`config.mk`:
```
export PLATFORM = sky130hd
export DESIGN_NAME = zero_crossing_pitch_class_tracker_top_flat
export DESIGN_NICKNAME = d
export VERILOG_FILES = /design/src/rtl/zcpt_pkg.sv /design/src/rtl/zcpt_sample_if.sv /design/src/rtl/zcpt_result_if.sv /design/src/rtl/zero_crossing_pitch_class_tracker_top.sv /design/src/flat_wrapper.sv
export SDC_FILE = /design/constraint.sdc
export NUM_CORES = 1
export LEC_CHECK = 0
export BUFFER_PORTS_ARGS = -buffer_cell sky130_fd_sc_hd__buf_2
export CAP_MARGIN = 40
export CELL_PAD_IN_SITES_DETAIL_PLACEMENT = 0
export CELL_PAD_IN_SITES_GLOBAL_PLACEMENT = 1
export CORE_UTILIZATION = 46
export DETAILED_ROUTE_END_ITERATION = 12
export GPL_TIMING_DRIVEN = 1
export PLACE_DENSITY_LB_ADDON = 0.1
export SETUP_SLACK_MARGIN = 0.3
export SYNTH_ARGS = -nofsm -noshare
export SYNTH_HDL_FRONTEND = slang
export SYNTH_SLANG_ARGS = --single-unit
```
`constraint.sdc`:
```
create_clock -name clk -period 6 [get_ports clk]
set_input_delay 1.2 -clock clk [delete_from_list [all_inputs] [get_ports clk]]
set_output_delay 1.2 -clock clk [all_outputs]
set_load 0.05 [all_outputs]
```
`src/rtl/zcpt_pkg.sv`:
```
// Zero-crossing pitch tracker: shared types, widths and constants.
// No dependencies; compile first.
`default_nettype none

package zcpt_pkg;

  localparam int RATE_WIDTH  = 18;
  localparam int COUNT_WIDTH = 15;
  localparam int NOTE_WIDTH  = 16;

  typedef logic [RATE_WIDTH-1:0]  rate_t;
  typedef logic [COUNT_WIDTH-1:0] count_t;
  typedef logic [NOTE_WIDTH-1:0]  note_t;
  typedef logic [1:0]             sign_t;

  // Sign of the previous sample
  localparam sign_t SIGN_ZERO = 2'd0;
  localparam sign_t SIGN_POS  = 2'd1;
  localparam sign_t SIGN_NEG  = 2'd2;

  localparam rate_t  RATE_RESET   = 18'd44100;
  localparam count_t WINDOW_RESET = count_t'(44100 * 12 / 100);
  localparam count_t MIN_WINDOW   = 15'd256;
  localparam logic [7:0] WLEN_DIVISOR = 8'd100;

  // Pitch class wraps at 12.0 in Q4.12
  localparam note_t NOTE_MOD = 16'd49152;

  // Bit-serial multiplier operand width (Q30 mantissa plus one)
  localparam int MUL_WIDTH = 31;
  localparam logic [MUL_WIDTH-1:0] W_NEW = 31'd2294;

  // log2 in Q16 with a 6-bit integer part
  localparam int LOG_WIDTH = 22;

  // 189.0 in Q16 plus the rounding half of the Q16 to Q12 step
  localparam logic [26:0] CLASS_BIAS = 27'(189 * 65536 + 8);

endpackage

`default_nettype wire

```
`src/rtl/zcpt_sample_if.sv`:
```
// Sample channel of the zero-crossing pitch tracker: valid/ready plus one sample.
// No package dependency.
`default_nettype none

interface zcpt_sample_if #(
  parameter int SAMPLE_WIDTH = 16
);
  logic                           valid;
  logic                           ready;
  logic signed [SAMPLE_WIDTH-1:0] sample;

  modport source (output valid, output sample, input ready);
  modport sink   (input valid, input sample, output ready);
endinterface

`default_nettype wire

```
`src/rtl/zcpt_result_if.sv`:
```
// Result channel of the zero-crossing pitch tracker: smoothed note and flags.
// Depends on zcpt_pkg.
`default_nettype none

interface zcpt_result_if
  import zcpt_pkg::*;
();
  logic  valid;
  logic  ready;
  note_t detected_note;
  logic  window_closed;
  logic  estimate_accepted;

  modport source (output valid, output detected_note, output window_closed,
                  output estimate_accepted, input ready);
  modport sink   (input valid, input detected_note, input window_closed,
                  input estimate_accepted, output ready);
endinterface

`default_nettype wire

```
`src/rtl/zero_crossing_pitch_class_tracker_top.sv`:
```
// Zero-crossing pitch-class tracker: counts sign crossings per window, then
// estimates the pitch class with bit-serial multiply, log2 and smoothing.
// Depends on zcpt_pkg, zcpt_sample_if and zcpt_result_if.
//
//   channel | kind               | transaction carries
//   --------+--------------------+----------------------------------------------
//   audio   | sink, valid/ready  | sample
//   pitch   | source, valid/ready| detected_note, window_closed, estimate_accepted
//   cfg     | write enable, data | sample_rate_hz
//
// A sample that does not end a window passes the accept and result load states.
// A sample that ends a window has one 31-step shift-add multiplier form
// c*rate and, if that is in range, two log2 runs of normalising shifts and
// 16 squarings each, and the smoothing product.
// A configuration write restarts a serial divide for the window length; no
// sample is accepted meanwhile. Reset (rst, synchronous) clears counters,
// note and rate to 44100. A stalled pitch output holds the next result in
// the load state, after the current sample has been accepted.
`default_nettype none

module zero_crossing_pitch_class_tracker_top
  import zcpt_pkg::*;
#(
  parameter int SAMPLE_WIDTH = 16
) (
  input  logic          clk,
  input  logic          rst,
  input  logic          cfg_we,
  input  rate_t         cfg_data,
  zcpt_sample_if.sink   audio,
  zcpt_result_if.source pitch
);

  localparam logic [3:0] S_IDLE    = 4'd0;
  localparam logic [3:0] S_WLEN    = 4'd1;
  localparam logic [3:0] S_WFIN    = 4'd2;
  localparam logic [3:0] S_NUM_MUL = 4'd3;
  localparam logic [3:0] S_RANGE   = 4'd4;
  localparam logic [3:0] S_NORM    = 4'd5;
  localparam logic [3:0] S_SQ_MUL  = 4'd6;
  localparam logic [3:0] S_SQ_END  = 4'd7;
  localparam logic [3:0] S_DIFF    = 4'd8;
  localparam logic [3:0] S_CLASS   = 4'd9;
  localparam logic [3:0] S_MOD     = 4'd10;
  localparam logic [3:0] S_SMSET   = 4'd11;
  localparam logic [3:0] S_SM_MUL  = 4'd12;
  localparam logic [3:0] S_SM_END  = 4'd13;
  localparam logic [3:0] S_PUSH    = 4'd14;

  // Control state
  logic [3:0] state;
  rate_t      rate;
  count_t     window_len;
  sign_t      prev_sign;
  count_t     ccount;
  count_t     wcount;
  note_t      note;
  logic       out_valid;

  // Payload and working registers
  note_t                  out_note;
  logic                   out_closed;
  logic                   out_acc;
  logic                   res_closed;
  logic                   res_acc;
  count_t                 wn;
  logic [21:0]            n80;
  logic [26:0]            n2400;
  logic [24:0]            n880;
  logic [MUL_WIDTH-1:0]   mcand;
  logic [MUL_WIDTH-1:0]   mplier;
  logic [MUL_WIDTH-1:0]   hi;
  logic [MUL_WIDTH-1:0]   lo;
  logic [4:0]             mcnt;
  logic [32:0]            lx;
  logic [5:0]             le;
  logic [15:0]            frac;
  logic [3:0]             iter;
  logic                   second_log;
  logic [LOG_WIDTH-1:0]   l1;
  logic [LOG_WIDTH-1:0]   l2;
  logic [26:0]            d12;
  logic [22:0]            rmod;
  logic                   sm_neg;
  logic [21:0]            dv;
  logic [6:0]             drem;
  logic [4:0]             dcnt;

  // Combinational helpers
  logic                   sample_neg;
  logic                   sample_zero;
  sign_t                  sample_sign;
  logic                   crossing;
  count_t                 ccount_next;
  count_t                 wcount_next;
  logic                   close_now;
  logic                   out_free;
  logic                   mul_step;
  logic                   mul_last;
  logic [MUL_WIDTH:0]     msum;
  logic [MUL_WIDTH:0]     sq_r;
  logic [MUL_WIDTH-1:0]   sq_m;
  logic [15:0]            frac_next;
  logic [LOG_WIDTH-1:0]   log_val;
  logic [32:0]            num;
  logic [7:0]             dtrial;
  logic                   dbit;
  logic signed [22:0]     ldiff;
  logic [26:0]            ldiff_x12;
  logic [26:0]            v_rnd;
  logic                   class_below;
  note_t                  rdiff_up;
  note_t                  rdiff_dn;
  logic [31:0]            sm_base;
  logic [31:0]            sm_sum;
  logic [21:0]            rate_x12;

  // Handshake
  assign audio.ready             = (state == S_IDLE) && !cfg_we;
  assign pitch.valid             = out_valid;
  assign pitch.detected_note     = out_note;
  assign pitch.window_closed     = out_closed;
  assign pitch.estimate_accepted = out_acc;
  assign out_free                = !out_valid || pitch.ready;

  // Crossing detection and counters for the incoming sample
  assign sample_neg  = audio.sample[SAMPLE_WIDTH-1];
  assign sample_zero = (audio.sample == '0);
  assign sample_sign = sample_zero ? SIGN_ZERO : (sample_neg ? SIGN_NEG : SIGN_POS);
  assign crossing    = ((prev_sign == SIGN_NEG) && !sample_neg) ||
                       ((prev_sign == SIGN_POS) && (sample_neg || sample_zero));
  assign ccount_next = crossing ? ccount + 1'b1 : ccount;
  assign wcount_next = wcount + 1'b1;
  assign close_now   = (wcount_next >= window_len);

  // Shift-add multiplier step, multiplier bits taken LSB first
  assign mul_step = (state == S_NUM_MUL) || (state == S_SQ_MUL) || (state == S_SM_MUL);
  assign mul_last = (mcnt == 5'(MUL_WIDTH - 1));
  assign msum     = {1'b0, hi} + (mplier[0] ? {1'b0, mcand} : '0);

  // Square result >> 30, renormalised to [1.0, 2.0)
  assign sq_r      = {hi, lo[MUL_WIDTH-1]};
  assign sq_m      = sq_r[MUL_WIDTH] ? sq_r[MUL_WIDTH:1] : sq_r[MUL_WIDTH-1:0];
  assign frac_next = {frac[14:0], sq_r[MUL_WIDTH]};
  assign log_val   = {le, frac_next};
  assign num       = {hi[1:0], lo};

  // Window length divide by 100, one quotient bit a cycle
  assign rate_x12 = 22'({cfg_data, 3'b000}) + 22'({cfg_data, 2'b00});
  assign dtrial   = {drem, dv[21]};
  assign dbit     = (dtrial >= WLEN_DIVISOR);

  // Pitch class: 189 + 12*(log2(c*rate) - log2(880*n)), rounded to Q12
  assign ldiff     = signed'({1'b0, l1}) - signed'({1'b0, l2});
  assign ldiff_x12 = (27'(ldiff) << 3) + (27'(ldiff) << 2);
  assign v_rnd     = CLASS_BIAS + d12;

  // Smoothing: old + 2294*(class - old)/2^16, rounded
  assign class_below = (rmod[15:0] < note);
  assign rdiff_up    = rmod[15:0] - note;
  assign rdiff_dn    = note - rmod[15:0];
  assign sm_base     = {note, 16'h8000};
  assign sm_sum      = sm_neg ? sm_base - {1'b0, lo} : sm_base + {1'b0, lo};

  always_ff @(posedge clk) begin
    if (rst) begin
      state      <= S_IDLE;
      rate       <= RATE_RESET;
      window_len <= WINDOW_RESET;
      prev_sign  <= SIGN_ZERO;
      ccount     <= '0;
      wcount     <= '0;
      note       <= '0;
      out_valid  <= 1'b0;
    end else begin
      // Drop the output once taken, unless the load below refills it
      if (out_valid && pitch.ready && !((state == S_PUSH) && !cfg_we)) begin
        out_valid <= 1'b0;
      end

      // Advance the shared multiplier
      if (mul_step) begin
        hi     <= msum[MUL_WIDTH:1];
        lo     <= {msum[0], lo[MUL_WIDTH-1:1]};
        mplier <= mplier >> 1;
        mcnt   <= mcnt + 1'b1;
      end

      if (cfg_we) begin
        // Take the new rate and restart the window length divide
        rate  <= cfg_data;
        dv    <= rate_x12;
        drem  <= '0;
        dcnt  <= '0;
        state <= S_WLEN;
      end else begin
        case (state)
          S_IDLE: begin
            if (audio.valid) begin
              prev_sign <= sample_sign;
              if (close_now) begin
                ccount <= '0;
                wcount <= '0;
                wn     <= wcount_next;
                mcand  <= MUL_WIDTH'(rate);
                mplier <= MUL_WIDTH'(ccount_next);
                hi     <= '0;
                mcnt   <= '0;
                state  <= S_NUM_MUL;
              end else begin
                ccount     <= ccount_next;
                wcount     <= wcount_next;
                res_closed <= 1'b0;
                res_acc    <= 1'b0;
                state      <= S_PUSH;
              end
            end
          end

          S_WLEN: begin
            drem <= dbit ? 7'(dtrial - WLEN_DIVISOR) : dtrial[6:0];
            dv   <= {dv[20:0], dbit};
            dcnt <= dcnt + 1'b1;
            if (dcnt == 5'd21) begin
              state <= S_WFIN;
            end
          end

          S_WFIN: begin
            window_len <= (dv < 22'(MIN_WINDOW)) ? MIN_WINDOW : dv[COUNT_WIDTH-1:0];
            state      <= S_IDLE;
          end

          S_NUM_MUL: begin
            // Scale the window length for the range test and the log
            n80   <= 22'({wn, 6'b0}) + 22'({wn, 4'b0});
            n2400 <= 27'({wn, 11'b0}) + 27'({wn, 8'b0}) + 27'({wn, 6'b0}) +
                     27'({wn, 5'b0});
            n880  <= 25'({wn, 9'b0}) + 25'({wn, 8'b0}) + 25'({wn, 6'b0}) +
                     25'({wn, 5'b0}) + 25'({wn, 4'b0});
            if (mul_last) begin
              state <= S_RANGE;
            end
          end

          S_RANGE: begin
            if ((num >= 33'(n80)) && (num <= 33'(n2400))) begin
              lx         <= num;
              le         <= 6'd32;
              second_log <= 1'b0;
              state      <= S_NORM;
            end else begin
              res_closed <= 1'b1;
              res_acc    <= 1'b0;
              state      <= S_PUSH;
            end
          end

          S_NORM: begin
            // Shift up until the top bit is set; exponent follows
            if (lx[32]) begin
              mcand <= lx[32:2];
              mplier <= lx[32:2];
              hi    <= '0;
              mcnt  <= '0;
              frac  <= '0;
              iter  <= '0;
              state <= S_SQ_MUL;
            end else begin
              lx <= lx << 1;
              le <= le - 1'b1;
            end
          end

          S_SQ_MUL: begin
            if (mul_last) begin
              state <= S_SQ_END;
            end
          end

          S_SQ_END: begin
            frac   <= frac_next;
            mcand  <= sq_m;
            mplier <= sq_m;
            hi     <= '0;
            mcnt   <= '0;
            iter   <= iter + 1'b1;
            if (iter == 4'd15) begin
              if (!second_log) begin
                l1         <= log_val;
                lx         <= 33'(n880);
                le         <= 6'd32;
                second_log <= 1'b1;
                state      <= S_NORM;
              end else begin
                l2    <= log_val;
                state <= S_DIFF;
              end
            end else begin
              state <= S_SQ_MUL;
            end
          end

          S_DIFF: begin
            d12   <= ldiff_x12;
            state <= S_CLASS;
          end

          S_CLASS: begin
            // Clamp below zero, then drop to Q12
            rmod  <= v_rnd[26] ? '0 : v_rnd[26:4];
            state <= S_MOD;
          end

          S_MOD: begin
            if (rmod >= 23'(NOTE_MOD)) begin
              rmod <= rmod - 23'(NOTE_MOD);
            end else begin
              state <= S_SMSET;
            end
          end

          S_SMSET: begin
            sm_neg <= class_below;
            mcand  <= W_NEW;
            mplier <= class_below ? MUL_WIDTH'(rdiff_dn) : MUL_WIDTH'(rdiff_up);
            hi     <= '0;
            mcnt   <= '0;
            state  <= S_SM_MUL;
          end

          S_SM_MUL: begin
            if (mul_last) begin
              state <= S_SM_END;
            end
          end

          S_SM_END: begin
            note       <= sm_sum[31:16];
            res_closed <= 1'b1;
            res_acc    <= 1'b1;
            state      <= S_PUSH;
          end

          S_PUSH: begin
            // Hold until the output register is free
            if (out_free) begin
              out_valid  <= 1'b1;
              out_note   <= note;
              out_closed <= res_closed;
              out_acc    <= res_acc;
              state      <= S_IDLE;
            end
          end

          default: begin
            state <= S_IDLE;
          end
        endcase
      end
    end
  end

`ifndef NO_ASSERTIONS
  a_cross_count: assert property (@(posedge clk) disable iff (rst)
    ccount <= wcount)
    else $error("crossing count exceeds window count");

  a_mant_norm: assert property (@(posedge clk) disable iff (rst)
    (state == S_SQ_MUL) && (mcnt == '0) |-> mcand[MUL_WIDTH-1] && mplier[MUL_WIDTH-1])
    else $error("log2 mantissa not normalised at square start");

  a_class_range: assert property (@(posedge clk) disable iff (rst)
    (state == S_SMSET) |-> rmod < 23'(NOTE_MOD))
    else $error("pitch class not reduced below 12.0");

  a_note_range: assert property (@(posedge clk) disable iff (rst)
    (state == S_SM_END) |=> note < NOTE_MOD)
    else $error("smoothed note out of range");

  a_wlen_min: assert property (@(posedge clk) disable iff (rst)
    (state == S_WFIN) |=> window_len >= MIN_WINDOW)
    else $error("window length below minimum");
`endif

endmodule

`default_nettype wire
```
`src/flat_wrapper.sv`:
```
// flat-port wrapper written by rule: the top's interface ports become plain ports
module zero_crossing_pitch_class_tracker_top_flat import zcpt_pkg::*;
#(
  parameter int SAMPLE_WIDTH = 16
)
  (clk, rst, cfg_we, cfg_data, audio_valid, audio_sample, audio_ready, pitch_valid, pitch_detected_note, pitch_window_closed, pitch_estimate_accepted, pitch_ready);
  zcpt_sample_if #(.SAMPLE_WIDTH(SAMPLE_WIDTH)) audio_i ();
  zcpt_result_if pitch_i ();
  input  logic clk;
  input  logic rst;
  input  logic cfg_we;
  input  rate_t cfg_data;
  input wire logic [$bits(audio_i.valid)-1:0] audio_valid;
  input wire logic [$bits(audio_i.sample)-1:0] audio_sample;
  output wire logic [$bits(audio_i.ready)-1:0] audio_ready;
  output wire logic [$bits(pitch_i.valid)-1:0] pitch_valid;
  output wire logic [$bits(pitch_i.detected_note)-1:0] pitch_detected_note;
  output wire logic [$bits(pitch_i.window_closed)-1:0] pitch_window_closed;
  output wire logic [$bits(pitch_i.estimate_accepted)-1:0] pitch_estimate_accepted;
  input wire logic [$bits(pitch_i.ready)-1:0] pitch_ready;
  assign audio_i.valid = audio_valid;
  assign audio_i.sample = audio_sample;
  assign audio_ready = audio_i.ready;
  assign pitch_valid = pitch_i.valid;
  assign pitch_detected_note = pitch_i.detected_note;
  assign pitch_window_closed = pitch_i.window_closed;
  assign pitch_estimate_accepted = pitch_i.estimate_accepted;
  assign pitch_i.ready = pitch_ready;
  zero_crossing_pitch_class_tracker_top #(.SAMPLE_WIDTH(SAMPLE_WIDTH)) u_core (.clk(clk), .rst(rst), .cfg_we(cfg_we), .cfg_data(cfg_data), .audio(audio_i), .pitch(pitch_i));
endmodule
```
==> results of run 1 <==
worst max-delay path, stage by stage (launching register included):
cell and delay (ns):
edfxtp_1 0.64, fa_1 0.62, inv_1 0.06, fa_1 0.48
inv_1 0.05, fa_1 0.53, inv_1 0.07, fa_1 0.45
nor2b_1 0.12, o21ai_0 0.10, a21boi_0 0.23, o21ai_0 0.14
a21boi_0 0.36, o2111ai_1 0.18, a31oi_1 0.35, a211o_1 0.19
a21oi_1 0.07, xnor2_1 0.12
cell usage in the layout, fill, tap and decap left out, types with 39 or more instances in the layout:
cell type / n
edfxtp_1: 407
fa_1: 69
nor3_1: 50
buf_4: 47
ha_1: 295
a21o_1: 80
clkbuf_16: 63
nand2b_1: 39
nand2_1: 206
o21ai_0: 167
nor2b_1: 40
a21oi_1: 276
buf_2: 58
nand3_1: 85
inv_1: 268
mux2i_1: 85
xnor2_1: 129
dfxtp_1: 86
xor2_1: 75
and2_1: 61
nor2_1: 289
state kept, by name, indices dropped and copies added (netlist names), 16 cells and up:
signal,count
u_core.d12,24
u_core.dv,22
u_core.hi,31
u_core.l1,22
u_core.l2,22
u_core.lo,31
u_core.lx,33
u_core.mcand,31
u_core.mplier,31
u_core.n2400,20
u_core.n80,17
u_core.n880,21
u_core.note,16
u_core.pitch.detected_note,16
u_core.rate,18
u_core.rmod,23
metal layers:
metal  GRT usage  up-vias  wire length [µm]
li1            -    12500                 -
met1       0.355    12700             44100
met2       0.384      662             41500
met3      0.0286      118              4560
met4      0.0591        0              1890
met5           0        -                 0
final cells by class:
| cell class | count | share of cell area |
|---|---|---|
| Clock buffer | 83 | 0.0460 |
| Clock inverter | 29 | 0.00872 |
| Inverter | 272 | 0.0272 |
| Multi-Input combinational cell | 2508 | 0.493 |
| Sequential cell | 493 | 0.371 |
| Tap cell | 959 | 0.0319 |
| Timing Repair Buffer | 115 | 0.0224 |
synthesized netlist by cell type, types with 31 or more instances:
cell type  number  area, µm²
edfxtp_1      407      12200
and2_1         61        382
nor2b_1        40        250
and3_1         37        231
nand2_1       207        777
a211oi_1       32        240
nor2_1        295       1110
a21oi_1       277       1390
clkbuf_1      110        413
o21ai_0       167        836
nor3_1         50        250
ha_1          295       3690
xor2_1         75        657
xnor2_1       129       1130
nand2b_1       39        244
nand3_1        85        425
a221oi_1       33        289
mux2i_1        85        851
a21o_1         80        601
o22ai_1        31        194
inv_1         269       1010
fa_1           69       1380
dfxtp_1        86       1720
worst min path at each step:
stage,from,cells past startpoint,to,slack [ns]
2_1_floorplan,u_core.res_acc,0,u_core.pitch.estimate_accepted,0.40
3_3_place_gp,u_core.res_closed,0,u_core.pitch.window_closed,0.40
3_5_place_dp,u_core.res_closed,0,u_core.pitch.window_closed,0.41
4_1_cts,u_core.res_closed,0,u_core.pitch.window_closed,0.42
5_1_grt,u_core.res_closed,0,u_core.pitch.window_closed,0.42
6_report,u_core.res_closed,0,u_core.pitch.window_closed,0.42
through the flow:
| stage | total power [mW] | hold slack [ns] | utilization | instance area [µm²] | std cells |
|---|---|---|---|---|---|
| 6_report | 10.2 | 0.420 | 0.515 | 37600 | 4459 |
| 5_1_grt | 10.6 | 0.424 | 0.515 | 37600 | 4459 |
| 4_1_cts | 10.3 | 0.421 | 0.515 | 37600 | 4458 |
| 3_5_place_dp | 6.44 | 0.408 | 0.487 | 35500 | 4346 |
| 3_3_place_gp | 6.35 | 0.405 | 0.484 | 35300 | 4334 |
| 2_1_floorplan | 5.81 | 0.400 | - | 33900 | 3402 |
report_power, final:
part	leakage (nW)	switching, mW	total, mW	internal [mW]
sequential	4.49	0.232	4.27	4.03
clock	1.01	1.52	3.79	2.27
combinational	10.3	1.27	2.13	0.863
total	15.8	3.02	10.2	7.17
cells by family after synthesis:
family,share of synthesized area
AND/OR/NAND/NOR,0.136
multiplexers,0.0327
XOR/XNOR,0.0532
flip-flops,0.411
buffers and inverters,0.0447
adder cells (fa/ha/maj),0.150
AO/OA/AOI/OAI,0.173
==> results_dict.tcl, run 1 <==
set metrics [dict create \
    outcome "complete, no violations" \
    cts_tree "yes" \
    syn_area_per_cell_um2 9.97 \
    yosysSeqAreaShare 0.411 \
    path_max_fanout 11 \
    p_per_area_nw_per_um2 271 \
    p_leak_nw 15.8 \
    groute.usage.overall 0.243 \
    ant_nets 0 \
    syn_inst 3402 \
    clockRootBuffer "clkbuf_16" \
    numCtsBuffers 59 \
    design.die.area_um2 74800 \
    grt_pass1_wl_um 142000 \
    multi_input_area_um2 18500 \
    r2r-end "u_core.n880[24]" \
    wirelength_um 92100 \
    design.core.area_um2 73000 \
    fillCellCount 6607 \
    criticalPathCategory "register to register" \
    hold_class "register to register" \
    ctsResizeCount 0 \
    seqCellArea_um2 13900 \
    cts_setup_buffers 0 \
    layout-drive-gt1-share 0.0851 \
    rsz0062_at_grt "no" \
    synth_nets 3805 \
    slew_violations 0 \
    hold_viol 0 \
    setup_ws_ns 0.987 \
    grt_max_degree 64 \
    setup_tns_ns 0 \
    slew_headroom 0.399 \
    netlist_area_um2 33900 \
    fin_nets 3852 \
    cp.arrival_ns 5.40 \
    regToRegStartpoint "u_core.wn[1]" \
    yosys_most_used_dff "edfxtp_1" \
    drc 0 \
    setup_viol 0 \
    start_util 0.465 \
    fin_worst_skew_ns 0.0299 \
    die_h_um 274 \
    startpoint "u_core.wn[1]" \
    reg2reg_depth 17 \
    grt_pass1_vias 24900 \
    yosysUniqueCellTypes 100 \
    pin_count 59 \
    period_minus_slack_ns 5.01 \
    htreeDepth 2 \
    num_vias 26000 \
    worst_slew_pin_slew_ns 0.902 \
    dieWidth_um 274 \
    ctsHoldBuffers 0 \
    synth-seq-cells 493 \
    ys_async_sr_fraction 0 \
    clock_path_buffers 3 \
    period_share 0.836 \
    port_buffers 58 \
    post-place-ws_ns 0.956 \
    wl_per_cell_um 20.7 \
    synth_edf_count 407 \
    antenna_found_initial 3 \
    overflow 0 \
    critPathCapture "u_core.n880[24]" \
    rows 99 \
    required_ns 6.39 \
    areaGrowthSynthToFinish_pct 10.9 \
    viasPerCell 5.83 \
    yosys_warnings 0 \
    max_freq_ghz 0.199 \
    gp_congestion 0.899 \
    critPathLaunchType "register" \
    clkLatencyLatePin_ns 0.64 \
    path_clk_slew_ns 0.06 \
    r2r_slack_ns 0.99 \
    ir_drop_v 0.000225 \
    cp-end-kind "register" \
    dp_hpwl_um 69000 \
    drv_cap 0 \
    cts_sinks 493 \
    dr.pass1.iters 6 \
    diodes 0 \
    drt-initial-drc-count 1950 \
]
Note: power is estimated with default switching activity, not from simulation.
==> run 2: changes to the inputs <==
- ABC_AREA: not set -> 1
- CORE_UTILIZATION: 46 -> 45
- clock period: 6 -> 4.2 ns (I/O delays scaled with it)
==> results_dict.tcl, run 2 <==
set metrics [dict create \
    finalPower_mw 13.4 \
    design.die.area_um2 80100 \
    antenna_found_initial 2 \
    synth_top_area_share 0.344 \
    whs_ns 0.436 \
    min_path_cells 0 \
    regToRegStartpoint "u_core.wn[3]" \
    yosys_most_used_dff "edfxtp_1" \
    dr.pass1.iters 6 \
    r2r_slack_ns 0.41 \
    drt-initial-drc-count 2255 \
    wl_per_cell_um 18.4 \
    syn_inst 4342 \
    yosysUniqueCellTypes 61 \
    p_switching_mw 3.87 \
    r2r-end "u_core.n880[20]" \
    ir_drop_v 0.000332 \
    clkLatencyLatePin_ns 0.65 \
    fillCellCount 7651 \
    reg2reg_depth 16 \
    largest-register "u_core.lx" \
    cts_sinks 493 \
    ant_nets 0 \
    areaGrowthSynthToFinish_pct 11.4 \
    final_cell_mix "997 x nand2_1, 619 x inv_1, 407 x edfxtp_1, 353 x a21oi_1, 329 x nor2_1" \
    clock_path_buffers 3 \
    dp_hpwl_um 80100 \
    numCtsBuffers 59 \
    setup_viol 0 \
    dieWidth_um 283 \
    die_h_um 283 \
    p_seq_frac 0.430 \
    hold_class "register to register" \
    setup_tns_ns 0 \
    rsz0062_at_grt "no" \
    grt_max_degree 62 \
    diodes 0 \
    grt_pass1_wl_um 159000 \
    overflow 0 \
    viasPerCell 5.26 \
    whs_endpoint "u_core.l2[15]" \
    layout-drive-gt1-share 0.0838 \
    cts_tree "yes" \
    synth.area.top_cells "edfxtp_1 34%, nand2_1 11%, ha_1 10%" \
    period_minus_slack_ns 3.79 \
    required_ns 4.59 \
    max_freq_ghz 0.264 \
    gp_congestion 0.966 \
    min-delay-start "u_core.frac[14]" \
    netSwitchingFraction 0.289 \
    rows 102 \
    outcome "complete, no violations" \
    synth_commonest_cells "998 x nand2_1, 630 x inv_1, 407 x edfxtp_1" \
    criticalPathCategory "register to register" \
    synth_most_common_cell "nand2_1" \
    fin_nets 4841 \
    fin_worst_skew_ns 0.0267 \
    netlist_area_um2 35500 \
    ys_async_sr_fraction 0 \
    p_per_area_nw_per_um2 339 \
    path_clk_slew_ns 0.06 \
    path_max_fanout 3 \
    pin_count 59 \
    grt_pass1_vias 27800 \
    htreeDepth 2 \
    synth_edf_count 407 \
    yosys_warnings 0 \
    drc 0 \
    start_util 0.457 \
    period_share 0.903 \
    largest_reg_flops 33 \
    drv_cap 0 \
    wirelength_um 102000 \
    groute.usage.overall 0.252 \
    layout_commonest_cell "nand2_1" \
    yosysSeqAreaShare 0.392 \
    synth_nets 4745 \
    p_leak_nw 18.0 \
    clockRootBuffer "clkbuf_16" \
    clock_power_share 0.405 \
    port_buffers 58 \
    syn_area_per_cell_um2 8.19 \
    ctsHoldBuffers 0 \
    cp.arrival_ns 4.18 \
    synth-seq-cells 493 \
    hold_viol 0 \
    num_vias 29100 \
    intPower_mw 9.54 \
    combPwrFrac 0.165 \
    slew_headroom 0.440 \
    design.core.area_um2 77800 \
    critPathLaunchType "register" \
    slew_violations 0 \
    synth_top_area_cell "edfxtp_1" \
    worst_slew_pin_slew_ns 0.830 \
    cp-end-kind "register" \
]
-- run 2: cell types whose count changed after synthesis, sizes merged, moves of 50 or more --
cell and delta:
a21o -67, a21oi +85, and2 -58, clkbuf -50
inv +380, mux2i -71, nand2 +805, nand3 +127
nor2 +59, o21ai +62, xnor2 -80, xor2 +52
-- run 2: layout make-up --
type                    count  area [µm²]  share of cell area
clock buffers              71        1560              0.0394
clock inverters            39         494              0.0125
repair buffers            138         945              0.0239
inverters                 651        2450              0.0618
well taps                1040        1300              0.0329
flip-flops and latches    493       13900               0.352
multi-input cells        3095       18900               0.477
-- run 2: repair_timing --
| item | in CTS | in global routing |
|---|---|---|
| gates resized for setup | 3 | 36 |
| hold endpoints to repair | 0 | 0 |
| pin swaps | 0 | 12 |
| setup endpoints to repair | 51 | 112 |
| setup buffers | 0 | 9 |
-- run 2: layer usage --
| metal | track usage | vias to the layer above | part of all wire |
|---|---|---|---|
| li1 | - | 14700 | - |
| met1 | 0.367 | 13500 | 0.48 |
| met2 | 0.394 | 666 | 0.44 |
| met3 | 0.0346 | 128 | 0.054 |
| met4 | 0.0617 | 4 | 0.022 |
| met5 | 0 | - | 0.00029 |
-- run 2: worst max path at each step --
stage / startpoint / end / slack (ns)
final: u_core.wn[3] / u_core.n880[20] / 0.41
after global routing: u_core.wn[3] / u_core.n880[20] / 0.28
after CTS: u_core.wn[8] / u_core.n880[23] / 0.33
after detailed placement: u_core.wcount[0] / u_core.mcnt[3] / 0.20
after global placement: u_core.wcount[0] / u_core.mcnt[4] / 0.25
after floorplan: u_core.wn[4] / u_core.n880[20] / 0.31
-- run 2: cell families (layout without fill, tap and decap cells) --
| family | after synthesis | after routing | synth area share |
|---|---|---|---|
| flops | 493 | 493 | 0.392 |
| buf+inv | 754 | 899 | 0.0824 |
| xor+xnor | 177 | 177 | 0.0436 |
| simple gates | 1745 | 1745 | 0.208 |
| compound gates | 795 | 795 | 0.127 |
| mux | 14 | 14 | 0.00394 |
| fa+ha+maj | 364 | 364 | 0.143 |
-- run 2: power by group through the flow --
stage / Sequential (mW) / Clock, mW / Combinational, mW
after floorplan: 5.79 / 0 / 1.60
after global placement: 5.87 / 0 / 2.15
after detailed placement: 5.86 / 0 / 2.18
after CTS: 5.77 / 5.53 / 2.19
after global routing: 5.79 / 5.70 / 2.48
final: 5.77 / 5.43 / 2.21
-- run 2: worst max-delay path, cell delays in order (launching register included) --
cell	delay, ns
edfxtp_1	0.45
buf_6	0.16
fa_1	0.53
inv_1	0.06
fa_1	0.50
inv_1	0.04
ha_1	0.27
ha_2	0.18
inv_2	0.05
fa_2	0.21
nor2_2	0.05
a211oi_2	0.28
o21bai_1	0.15
a21o_1	0.21
a21oi_2	0.16
o21ai_1	0.10
xor2_1	0.15
-- run 2: stage by stage --
step / cells / utilization / area (µm²) / setup WS [ns]
global route: 5527 / 0.509 / 39600 / 0.276
global placement: 5405 / 0.479 / 37300 / 0.247
finish: 5527 / 0.509 / 39600 / 0.408
floorplan: 4342 / - / 35600 / 0.313
CTS: 5518 / 0.506 / 39400 / 0.335
detailed placement: 5408 / 0.479 / 37300 / 0.195
